### src/hw/rtl/timer_expiry_table_defines.svh
// Assertion macros for the timer table.
`ifndef TIMER_EXPIRY_TABLE_DEFINES_SVH
`define TIMER_EXPIRY_TABLE_DEFINES_SVH
`ifndef SYNTH
`define TET_ASSERT(lbl, ck, rs, prop) \
  lbl: assert property (@(posedge ck) disable iff (rs) prop) \
    else $error("timer table assertion failed");
`define TET_ASSERT_ALWAYS(lbl, ck, prop) \
  lbl: assert property (@(posedge ck) prop) \
    else $error("timer table assertion failed");
`else
`define TET_ASSERT(lbl, ck, rs, prop)
`define TET_ASSERT_ALWAYS(lbl, ck, prop)
`endif
`endif

### src/hw/rtl/tet_pkg.sv
`timescale 1ns / 1ps
`default_nettype none
package tet_pkg;
  localparam int TABLE_DEPTH = 16;
  localparam int IDX_W = $clog2(TABLE_DEPTH);
  localparam int CNT_W = $clog2(TABLE_DEPTH + 1);
  localparam int QUEUE_DEPTH = 2;

  localparam logic [1:0] CMD_ADD = 2'd0;
  localparam logic [1:0] CMD_CANCEL = 2'd1;
  localparam logic [1:0] CMD_CHECK = 2'd2;
  localparam logic [1:0] CMD_CLEAR = 2'd3;

  localparam logic [1:0] KIND_EXPIRY = 2'd0;
  localparam logic [1:0] KIND_CANCEL = 2'd1;
  localparam logic [1:0] KIND_CLOSE = 2'd2;

  localparam logic [1:0] ST_OK = 2'd0;
  localparam logic [1:0] ST_NULL_OWNER = 2'd1;
  localparam logic [1:0] ST_FULL = 2'd2;

  typedef struct packed {
    logic [1:0]  op;
    logic        null_owner;
    logic [15:0] owner;
    logic [31:0] time_value;
    logic        notify;
    logic [31:0] data;
  } cmd_t;

  typedef struct packed {
    logic [15:0] owner;
    logic [31:0] expiry;
    logic [31:0] data;
    logic        notify;
  } slot_t;
endpackage
`default_nettype wire

### src/hw/rtl/tet_front.sv
`timescale 1ns / 1ps
`default_nettype none
module tet_front (
  input  wire logic         clk,
  input  wire logic         rst,
  input  wire logic         cmd_valid,
  output logic              cmd_ready,
  input  wire logic [1:0]   command,
  input  wire logic [15:0]  owner,
  input  wire logic [31:0]  time_value,
  input  wire logic         has_callback,
  input  wire logic [31:0]  data_tag,
  output logic              q_valid,
  input  wire logic         q_pop,
  output tet_pkg::cmd_t     q_data
);
  import tet_pkg::*;

  localparam int PTR_W = $clog2(QUEUE_DEPTH);

  cmd_t             mem [QUEUE_DEPTH];
  logic [PTR_W-1:0] wptr;
  logic [PTR_W-1:0] rptr;
  logic [PTR_W:0]   fill;
  cmd_t             entry;
  logic             push;

  always_comb begin
    entry.op = command;
    entry.null_owner = (owner == 16'd0);
    entry.owner = owner;
    entry.time_value = time_value;
    entry.notify = has_callback;
    entry.data = data_tag;
  end

  assign cmd_ready = (fill != (PTR_W + 1)'(QUEUE_DEPTH));
  assign push = cmd_valid && cmd_ready;
  assign q_valid = (fill != '0);
  assign q_data = mem[rptr];

  always_ff @(posedge clk) begin
    if (push) begin
      mem[wptr] <= entry;
    end
    if (rst) begin
      wptr <= '0;
      rptr <= '0;
      fill <= '0;
    end else begin
      if (push) begin
        wptr <= (wptr == PTR_W'(QUEUE_DEPTH - 1)) ? '0 : wptr + 1'b1;
      end
      if (q_pop) begin
        rptr <= (rptr == PTR_W'(QUEUE_DEPTH - 1)) ? '0 : rptr + 1'b1;
      end
      fill <= fill + (PTR_W + 1)'(push) - (PTR_W + 1)'(q_pop);
    end
  end
endmodule
`default_nettype wire

### src/hw/rtl/tet_back.sv
`timescale 1ns / 1ps
`default_nettype none
module tet_back (
  input  wire logic         clk,
  input  wire logic         rst,
  input  wire logic         q_valid,
  output logic              q_pop,
  input  wire tet_pkg::cmd_t q_data,
  output logic              res_valid,
  input  wire logic         res_ready,
  output logic [1:0]        kind,
  output logic [15:0]       owner_out,
  output logic [31:0]       fire_time,
  output logic [31:0]       data_out,
  output logic [1:0]        status,
  output logic              last
);
  import tet_pkg::*;

  typedef enum logic [2:0] {
    S_IDLE  = 3'b001,
    S_SCAN  = 3'b010,
    S_CLOSE = 3'b100
  } state_t;

  state_t           state;
  cmd_t             cur;
  logic [1:0]       cur_status;
  slot_t            tbl [TABLE_DEPTH];
  logic [CNT_W-1:0] count;
  logic [CNT_W-1:0] rd;
  logic [CNT_W-1:0] wr;
  logic             can_load;
  slot_t            rd_slot;
  logic             hit;
  logic             res_load;

  assign can_load = !res_valid || res_ready;
  assign q_pop = (state == S_IDLE) && q_valid;
  assign rd_slot = tbl[rd[IDX_W-1:0]];
  assign hit = (cur.op == CMD_CANCEL) ? (rd_slot.owner == cur.owner)
                                      : (rd_slot.expiry < cur.time_value);
  assign res_load = can_load && ((state == S_CLOSE) ||
                    ((state == S_SCAN) && (rd != count) && hit && rd_slot.notify));

  always_ff @(posedge clk) begin
    if (rst) begin
      state <= S_IDLE;
      count <= '0;
      res_valid <= 1'b0;
    end else begin
      if (res_valid && res_ready && !res_load) begin
        res_valid <= 1'b0;
      end
      case (state)
        S_IDLE: begin
          if (q_valid) begin
            cur <= q_data;
            cur_status <= ST_OK;
            rd <= '0;
            wr <= '0;
            state <= S_CLOSE;
            case (q_data.op)
              CMD_ADD: begin
                if (q_data.null_owner) begin
                  cur_status <= ST_NULL_OWNER;
                end else if (count == CNT_W'(TABLE_DEPTH)) begin
                  cur_status <= ST_FULL;
                end else begin
                  for (int i = 1; i < TABLE_DEPTH; i++) begin
                    tbl[i] <= tbl[i-1];
                  end
                  tbl[0] <= '{owner: q_data.owner, expiry: q_data.time_value,
                              data: q_data.data, notify: q_data.notify};
                  count <= count + 1'b1;
                end
              end
              CMD_CANCEL: begin
                if (q_data.null_owner) begin
                  cur_status <= ST_NULL_OWNER;
                end else begin
                  state <= S_SCAN;
                end
              end
              CMD_CHECK: state <= S_SCAN;
              default: count <= '0;
            endcase
          end
        end
        S_SCAN: begin
          if (rd == count) begin
            count <= wr;
            state <= S_CLOSE;
          end else if (can_load) begin
            if (hit && rd_slot.notify) begin
              res_valid <= 1'b1;
              kind <= (cur.op == CMD_CANCEL) ? KIND_CANCEL : KIND_EXPIRY;
              owner_out <= rd_slot.owner;
              fire_time <= (cur.op == CMD_CANCEL) ? 32'd0 : rd_slot.expiry;
              data_out <= rd_slot.data;
              status <= ST_OK;
              last <= 1'b0;
            end
            if (!hit) begin
              tbl[wr[IDX_W-1:0]] <= rd_slot;
              wr <= wr + 1'b1;
            end
            rd <= rd + 1'b1;
          end
        end
        S_CLOSE: begin
          if (can_load) begin
            res_valid <= 1'b1;
            kind <= KIND_CLOSE;
            owner_out <= 16'd0;
            fire_time <= 32'd0;
            data_out <= 32'd0;
            status <= cur_status;
            last <= 1'b1;
            state <= S_IDLE;
          end
        end
        default: state <= S_IDLE;
      endcase
    end
  end
endmodule
`default_nettype wire

### src/hw/rtl/timer_expiry_table.sv
// Add and clear pass through the command queue, the S_IDLE decode and the S_CLOSE state before their closing item.
// Cancel and check walk the stored timers (at most 16) one per cycle while the
// result side is not stalled, then give their closing item.
// A new command is taken only after the last has closed; a two-entry command queue decouples input.
// Reset (synchronous, active high) empties the table and the queue at once.
`timescale 1ns / 1ps
`default_nettype none
`include "timer_expiry_table_defines.svh"
module timer_expiry_table (
  input  wire logic        clk,
  input  wire logic        rst,
  input  wire logic        cmd_valid,
  output logic             cmd_ready,
  input  wire logic [1:0]  command,
  input  wire logic [15:0] owner,
  input  wire logic [31:0] time_value,
  input  wire logic        has_callback,
  input  wire logic [31:0] data_tag,
  output logic             res_valid,
  input  wire logic        res_ready,
  output logic [1:0]       kind,
  output logic [15:0]      owner_out,
  output logic [31:0]      fire_time,
  output logic [31:0]      data_out,
  output logic [1:0]       status,
  output logic             last
);
  import tet_pkg::*;

  logic q_valid;
  logic q_pop;
  cmd_t q_data;

  tet_front u_front (
    .clk(clk), .rst(rst), .cmd_valid(cmd_valid), .cmd_ready(cmd_ready),
    .command(command), .owner(owner), .time_value(time_value),
    .has_callback(has_callback), .data_tag(data_tag),
    .q_valid(q_valid), .q_pop(q_pop), .q_data(q_data)
  );

  tet_back u_back (
    .clk(clk), .rst(rst), .q_valid(q_valid), .q_pop(q_pop), .q_data(q_data),
    .res_valid(res_valid), .res_ready(res_ready), .kind(kind),
    .owner_out(owner_out), .fire_time(fire_time), .data_out(data_out),
    .status(status), .last(last)
  );

  `TET_ASSERT(a_last_kind, clk, rst, res_valid |-> ((kind == KIND_CLOSE) == last))
  `TET_ASSERT(a_notice_ok, clk, rst, (res_valid && !last) |-> (status == ST_OK))
  `TET_ASSERT(a_cancel_time, clk, rst, (res_valid && kind == KIND_CANCEL) |-> (fire_time == 32'd0))
  `TET_ASSERT_ALWAYS(a_reset_idle, clk, rst |=> !res_valid)
endmodule
`default_nettype wire
### config.mk
export PLATFORM = sky130hd
export DESIGN_NAME = timer_expiry_table
export DESIGN_NICKNAME = d
export VERILOG_FILES = /design/src/hw/rtl/tet_pkg.sv /design/src/hw/rtl/tet_front.sv /design/src/hw/rtl/tet_back.sv /design/src/hw/rtl/timer_expiry_table.sv
export VERILOG_INCLUDE_DIRS = /design/src /design/src/hw/rtl
export SDC_FILE = /design/constraint.sdc
export NUM_CORES = 2
export LEC_CHECK = 0
export BUFFER_PORTS_ARGS = -buffer_cell sky130_fd_sc_hd__buf_2
export CAP_MARGIN = 20
export CELL_PAD_IN_SITES_DETAIL_PLACEMENT = 1
export CELL_PAD_IN_SITES_GLOBAL_PLACEMENT = 1
export CORE_ASPECT_RATIO = 0.7
export CORE_MARGIN = 1.5
export CORE_UTILIZATION = 52
export CTS_BUF_LIST = sky130_fd_sc_hd__clkbuf_2
export CTS_CLUSTER_SIZE = 8
export DETAILED_ROUTE_END_ITERATION = 16
export GPL_TIMING_DRIVEN = 0
export PLACE_DENSITY = 0.75
export SYNTH_ARGS = -nofsm -noshare
export SYNTH_HDL_FRONTEND = slang
export SYNTH_SLANG_ARGS = --single-unit
### constraint.sdc
create_clock -name clk -period 12.7 [get_ports clk]
set_clock_uncertainty 0.15 [all_clocks]
set_input_delay 2.54 -clock clk [delete_from_list [all_inputs] [get_ports clk]]
set_output_delay 2.54 -clock clk [all_outputs]
set_load 0.005 [all_outputs]
**Word level (Yosys, flattened, before mapping)**

Memory sizes are Yosys's and may differ from the RTL's. A register that Yosys moved wholly into a read port is not among the register bits.
Index checks and enable logic that the tools add are counted.

- Add/subtract/negate cells: 7
- Multiply operators: 0
- Divide/modulo/power cells: 0
- $lt $le $gt $ge: 1
- Equal/unequal tests: 21
- Shifts and indexed selects: 0
- Mux-type cells: 85
- Bitwise operators: 1
- Reductions and logical operators: 26

Operators by type and width:

| cell | number |
|---|---|
| $mux W32 | 8 |
| $pmux W32 S2 | 2 |
| $mux W81 | 1 |
| $reduce_or A81 Y1 | 1 |
| $mux W16 | 4 |
| $mux W5 | 10 |
| $pmux W5 S2 | 4 |
| $lt A32 B32 Y1 | 1 |
| $mux W1 | 32 |
| $pmux W16 S2 | 1 |
| $mux W2 | 10 |
| $reduce_and A6 Y1 | 3 |
| $eq A16 B16 Y1 | 1 |
| $logic_not A16 Y1 | 1 |
| $add A5 B1 Y5 const B | 3 |
| $mux W3 | 4 |
| $ne A2 B2 Y1 const B | 6 |
| $pmux W2 S2 | 3 |
| $logic_and A1 B1 Y1 | 9 |
| $pmux W3 S3 | 1 |
| $mux W4 | 2 |
| $ne A2 B1 Y1 const B | 3 |
| $ne A3 B3 Y1 const B | 2 |
| $pmux W3 S2 | 1 |
| 20 further kinds | 28 |

- Flip-flop bits (word level): 160
- Latch bits: 0
- RAM bits: 1,464
- Memory bits (read-only): 0
- Input port bits: 87
- Output and inout port bits: 87
- Memories kept: 2

Memory list:

| memory | words | width | rd ports | clocked after Yosys merged registers in | wr ports | line | source |
|---|---|---|---|---|---|---|---|
| u_back.tbl | 16 | 81 | 16 | 1 | 16 | tet_back.sv:29 | `slot_t tbl [TABLE_DEPTH];` |
| u_front.mem | 2 | 84 | 1 | 1 | 1 | tet_front.sv:21 | `cmd_t mem [QUEUE_DEPTH];` |

**Longest topological paths before layout**

- Word-level depth: 13
- Gate-level depth with buffers: 24
- Gate-level depth less buffers: 11

**By module**

A second synthesis with hierarchy kept.

- Cell total of the unflattened synthesis: 4,321
- Area, all modules: 83,020.9 um2

Modules (own cells, without submodules):

| module | instances | cells each | area an instance (um2) |
|---|---|---|---|
| tet_back | 1 | 4,027 | 76,677.3 |
| tet_front | 1 | 294 | 6,343.6 |

**Worst setup path before layout**

No wires, ideal clock.

- Kind: register -> register
- From: register with a tool-made name
- To: register u_back.data_out[0] (enable)
- Data arrival time: 11.630 ns
- Path slack: 0.265 ns
- Cell stages (with the launch flop): 23
- Buffers on the path: 11
- Period minus slack after synthesis: 12.435 ns
- Cells stage by stage: dfxtp_1 buf_4 buf_6 buf_6 buf_6 buf_4 buf_2 buf_2 clkbuf_1 buf_2 mux4_2 mux4_2 buf_2 ha_1 a21oi_1 o21ai_0 a2111oi_0 o21bai_1 a211oi_1 o2bb2ai_1 clkbuf_1 o211ai_1 a211oi_1

RTL lines:

| item | line | source |
|---|---|---|
| to (signal assigned) | tet_back.sv:100 | `data_out <= rd_slot.data;` |
| to (decl) | tet_back.sv:14 | `output logic [31:0] data_out,` |

==> impl_metrics.csv <==
group,metric,value,unit
outcome,status,"completed",
global_routing,grt_overflow,0,
logic_synthesis,ys_types,54,
floorplanning,die_area,153000,um^2
clock_network,postCtsSetupRepairBufs,0,
floorplanning,start_util,52.6,%
sta,tns,0,ns
setup_path,arrival,13.27,ns
power_and_ir_drop,power_density,177,nW/um^2
global_routing,grt_max_degree,41,
sta,rsz0062_at_grt,"false",
clock_network,clkSinkCount,1629,
flow_run,drv_cap,0,
floorplanning,io-pin-count,174,
cells_and_area,synthToLayoutAreaGrowth,11.1,%
logic_synthesis,synth_area_leaders,"edfxtp_1 62%, mux2_1 14%, mux4_2 11%, mux2_2 5.4%, buf_4 0.87%",
sta,finalCritPeriodShare,94.2,%
global_routing,antenna_found_initial,11,
global_routing,grt_first_pass_wirelength,364,mm
route,ant_nets,0,
sta,period_needed,11.97,ns
sta,fmax,0.0836,GHz
logic_synthesis,synth_area_leader_cell,"edfxtp_1",
cells_and_area,final_core_util,58.5,%
clock_network,cts-buffers-inserted,403,
power_and_ir_drop,ir_drop,135,uV
logic_synthesis,synth_edf_count,1611,
route,drc,0,
route,via_per_inst,6.66,
clock_network,cts_root_buffer,"clkbuf_2",
route,dr.pass1.iters,5,
cells_and_area,layout.nets,5068,
place,dp.cells,6505,
sta,worstMarginPinSlew,1.31,ns
sta,slew_violations,0,
logic_synthesis,yosysWarnings,0,
global_routing,grt_pass1_vias,49000,
setup_path,crit_required,14.01,ns
clock_network,worstSkewPairLatency,1.94,ns
place,numPortBuffers,172,
clock_network,clk_pin_slew,0.12,ns
place,dp_slack,1.12,ns
sta,fin_hold_ws,0.329,ns
floorplanning,std_cell_rows,118,
setup_path,crit_path_start_kind,"flip-flop",
clock_network,htreeDepth,5,
clock_network,hold_buffers,0,
power_and_ir_drop,finalPower,15.4,mW
sta,relSlewSlack,12.6,%
clock_network,post_cts_resize_count,0,
route,drt_iter0_drc,6607,
sta,setup_slack,0.733,ns
cells_and_area,drive_gt1_share,35.6,%
logic_synthesis,synthArstFlopShare,0,%
clock_network,cts_tree,"built",
setup_path,crit_fanout,40,
route,num_vias,47900,
logic_synthesis,synth_seq_cells,1629,
sta,hold_violations,0,
route,wl_per_cell,35.8,um
worst_hold_path,hold_class,"reg -> reg",
logic_synthesis,yosysSeqAreaShare,62.3,%
clock_network,max-clock-path-buffers,4,
logic_synthesis,synth_top_area_share,61.8,%
cells_and_area,design_area,87000,um^2
sta,setup_viol,0,
logic_synthesis,synth_area,78300,um^2
global_routing,track_usage,33.8,%
place,gp_congestion,0.828,
logic_synthesis,synth_fp_nets,4407,
floorplanning,core_area,149000,um^2
route,wl,258,mm
cells_and_area,layout.cells.non_filler,7197,
place,postPlaceCellArea,83500,um^2
floorplanning,die_h,328,um
logic_synthesis,syn_inst,4277,
place,dp_hpwl,165,mm
logic_synthesis,synthFlopType,"edfxtp_1",
power_and_ir_drop,power_leakage,29.3,nW
logic_synthesis,syn_area_per_cell,18.3,um^2
setup_path,path_class,"reg -> reg",
setup_path,cp-end-kind,"flip-flop",
floorplanning,die_w,467,um
[flip-flops by register name, summed over array words and instances (netlist names), named ones only]
| register | cells |
|---|---|
| u_back.tbl | 1296 |
| u_front.mem | 168 |
| u_back.cur | 50 |
| u_back.data_out | 32 |
| u_back.fire_time | 32 |
| u_back.owner_out | 16 |
| u_back.count | 5 |
| u_back.rd | 5 |
| u_back.wr | 5 |
| u_back.state | 3 |
| u_back.cur_status | 2 |
| u_back.kind | 2 |
| u_back.status | 2 |
| u_front.fill | 2 |
| u_back.last | 1 |
| u_back.res_valid | 1 |
| u_front.rptr | 1 |
| u_front.wptr | 1 |
[cells by family (layout without fill, tap and decap cells)]
family	Yosys count	after routing	share of synthesized area [%]
compound gates	111	111	0.892
simple gates	282	282	2.03
flops	1629	1629	62.3
fa+ha+maj	43	43	0.688
other cells	0	14	0
buf+inv	405	1331	2.76
mux	1774	1774	31.0
xor+xnor	33	33	0.369
[worst max-delay path: stages (launching register included)]
cell and delay (ns):
dfxtp_1 0.55, buf_2 0.41, buf_2 0.41, buf_2 0.48, clkbuf_1 0.96, buf_2 0.61, clkbuf_1 0.38, clkbuf_1 0.93
mux4_2 0.45, mux4_2 0.58, buf_2 0.28, ha_1 0.33, nand2_1 0.06, nor3_1 0.25, buf_4 0.23, inv_1 0.06
nor4_1 0.65, o21ai_0 0.58, o2bb2ai_1 0.51, buf_2 0.33, nor3_1 0.24, buf_2 0.55, buf_4 0.38, nand2b_4 0.37
buf_16 0.33, buf_16 0.35
[cells in the mapped netlist, drive strengths merged (20+ instances only)]
cell and count:
nand2b 26, buf 230, inv 47, mux2i 68, nor4 38, and2 52
mux2 1320, ha 43, nor2 38, nor3 20, a21oi 49, and3 38
nand3 26, mux4 386, nand2 21, clkbuf 128, edfxtp 1611
[per-layer routing]
metal,vias to the layer above,global-route usage (%),wire [um]
li1,18900,-,-
met1,25400,49.0,106000
met2,3132,49.2,114000
met3,513,8.87,29600
met4,2,12.6,8650
met5,-,0,10
[path summary, 6_finish.rpt]
path / to / slack (ns) / depth (start not counted) / start
worst max-delay path: u_back.tbl[12][23] / 0.73 / 25 / flip-flop
worst min register to register: u_back.tbl[15][38] / 0.33 / 1 / u_back.tbl[14][38]
worst min-delay path: u_back.tbl[15][38] / 0.33 / 1 / u_back.tbl[14][38]
worst max register to register: u_back.tbl[12][23] / 0.73 / 25 / flip-flop
[power by group]
part / switching (mW) / internal, mW / total, mW
sequential: 0.169 / 6.43 / 6.60
clock: 2.25 / 1.28 / 3.53
combinational: 3.39 / 1.87 / 5.26
[placed cells by master (no fill, tap or decap), types with 7 or more instances in the layout]
cell         n
and3_1      37
diode_2     14
dfxtp_1     18
inv_1       46
nor4_1      37
nand2_1     19
edfxtp_1  1611
nor2_1      36
buf_16      44
nor2b_1      9
buf_6       27
mux2i_1     68
and2_1      52
xor2_1      18
a22oi_1      8
mux2_2     372
mux4_2     386
xnor2_1     15
a21oi_1     49
o21ai_0     13
nand2b_1    11
buf_4       92
buf_2      266
clkbuf_1   128
ha_1        43
buf_12       7
mux2_1     948
clkbuf_2   588
nand2b_4    15
buf_1       20
clkinv_1    68
nor3_1      20
nand3_1     26
buf_8       30
[cell type report]
class / instances / area, um^2
clock inverter: 82 / 400
fill: 13500 / 61700
clock buffer: 588 / 2940
tap: 1980 / 2480
sequential: 1629 / 48700
antenna: 14 / 35.0
multi-input combinational: 2243 / 27500
buffer: 358 / 1990
timing repair buffer: 256 / 2690
inverter: 47 / 176
No activity file was read; power rests on OpenSTA's default activity.
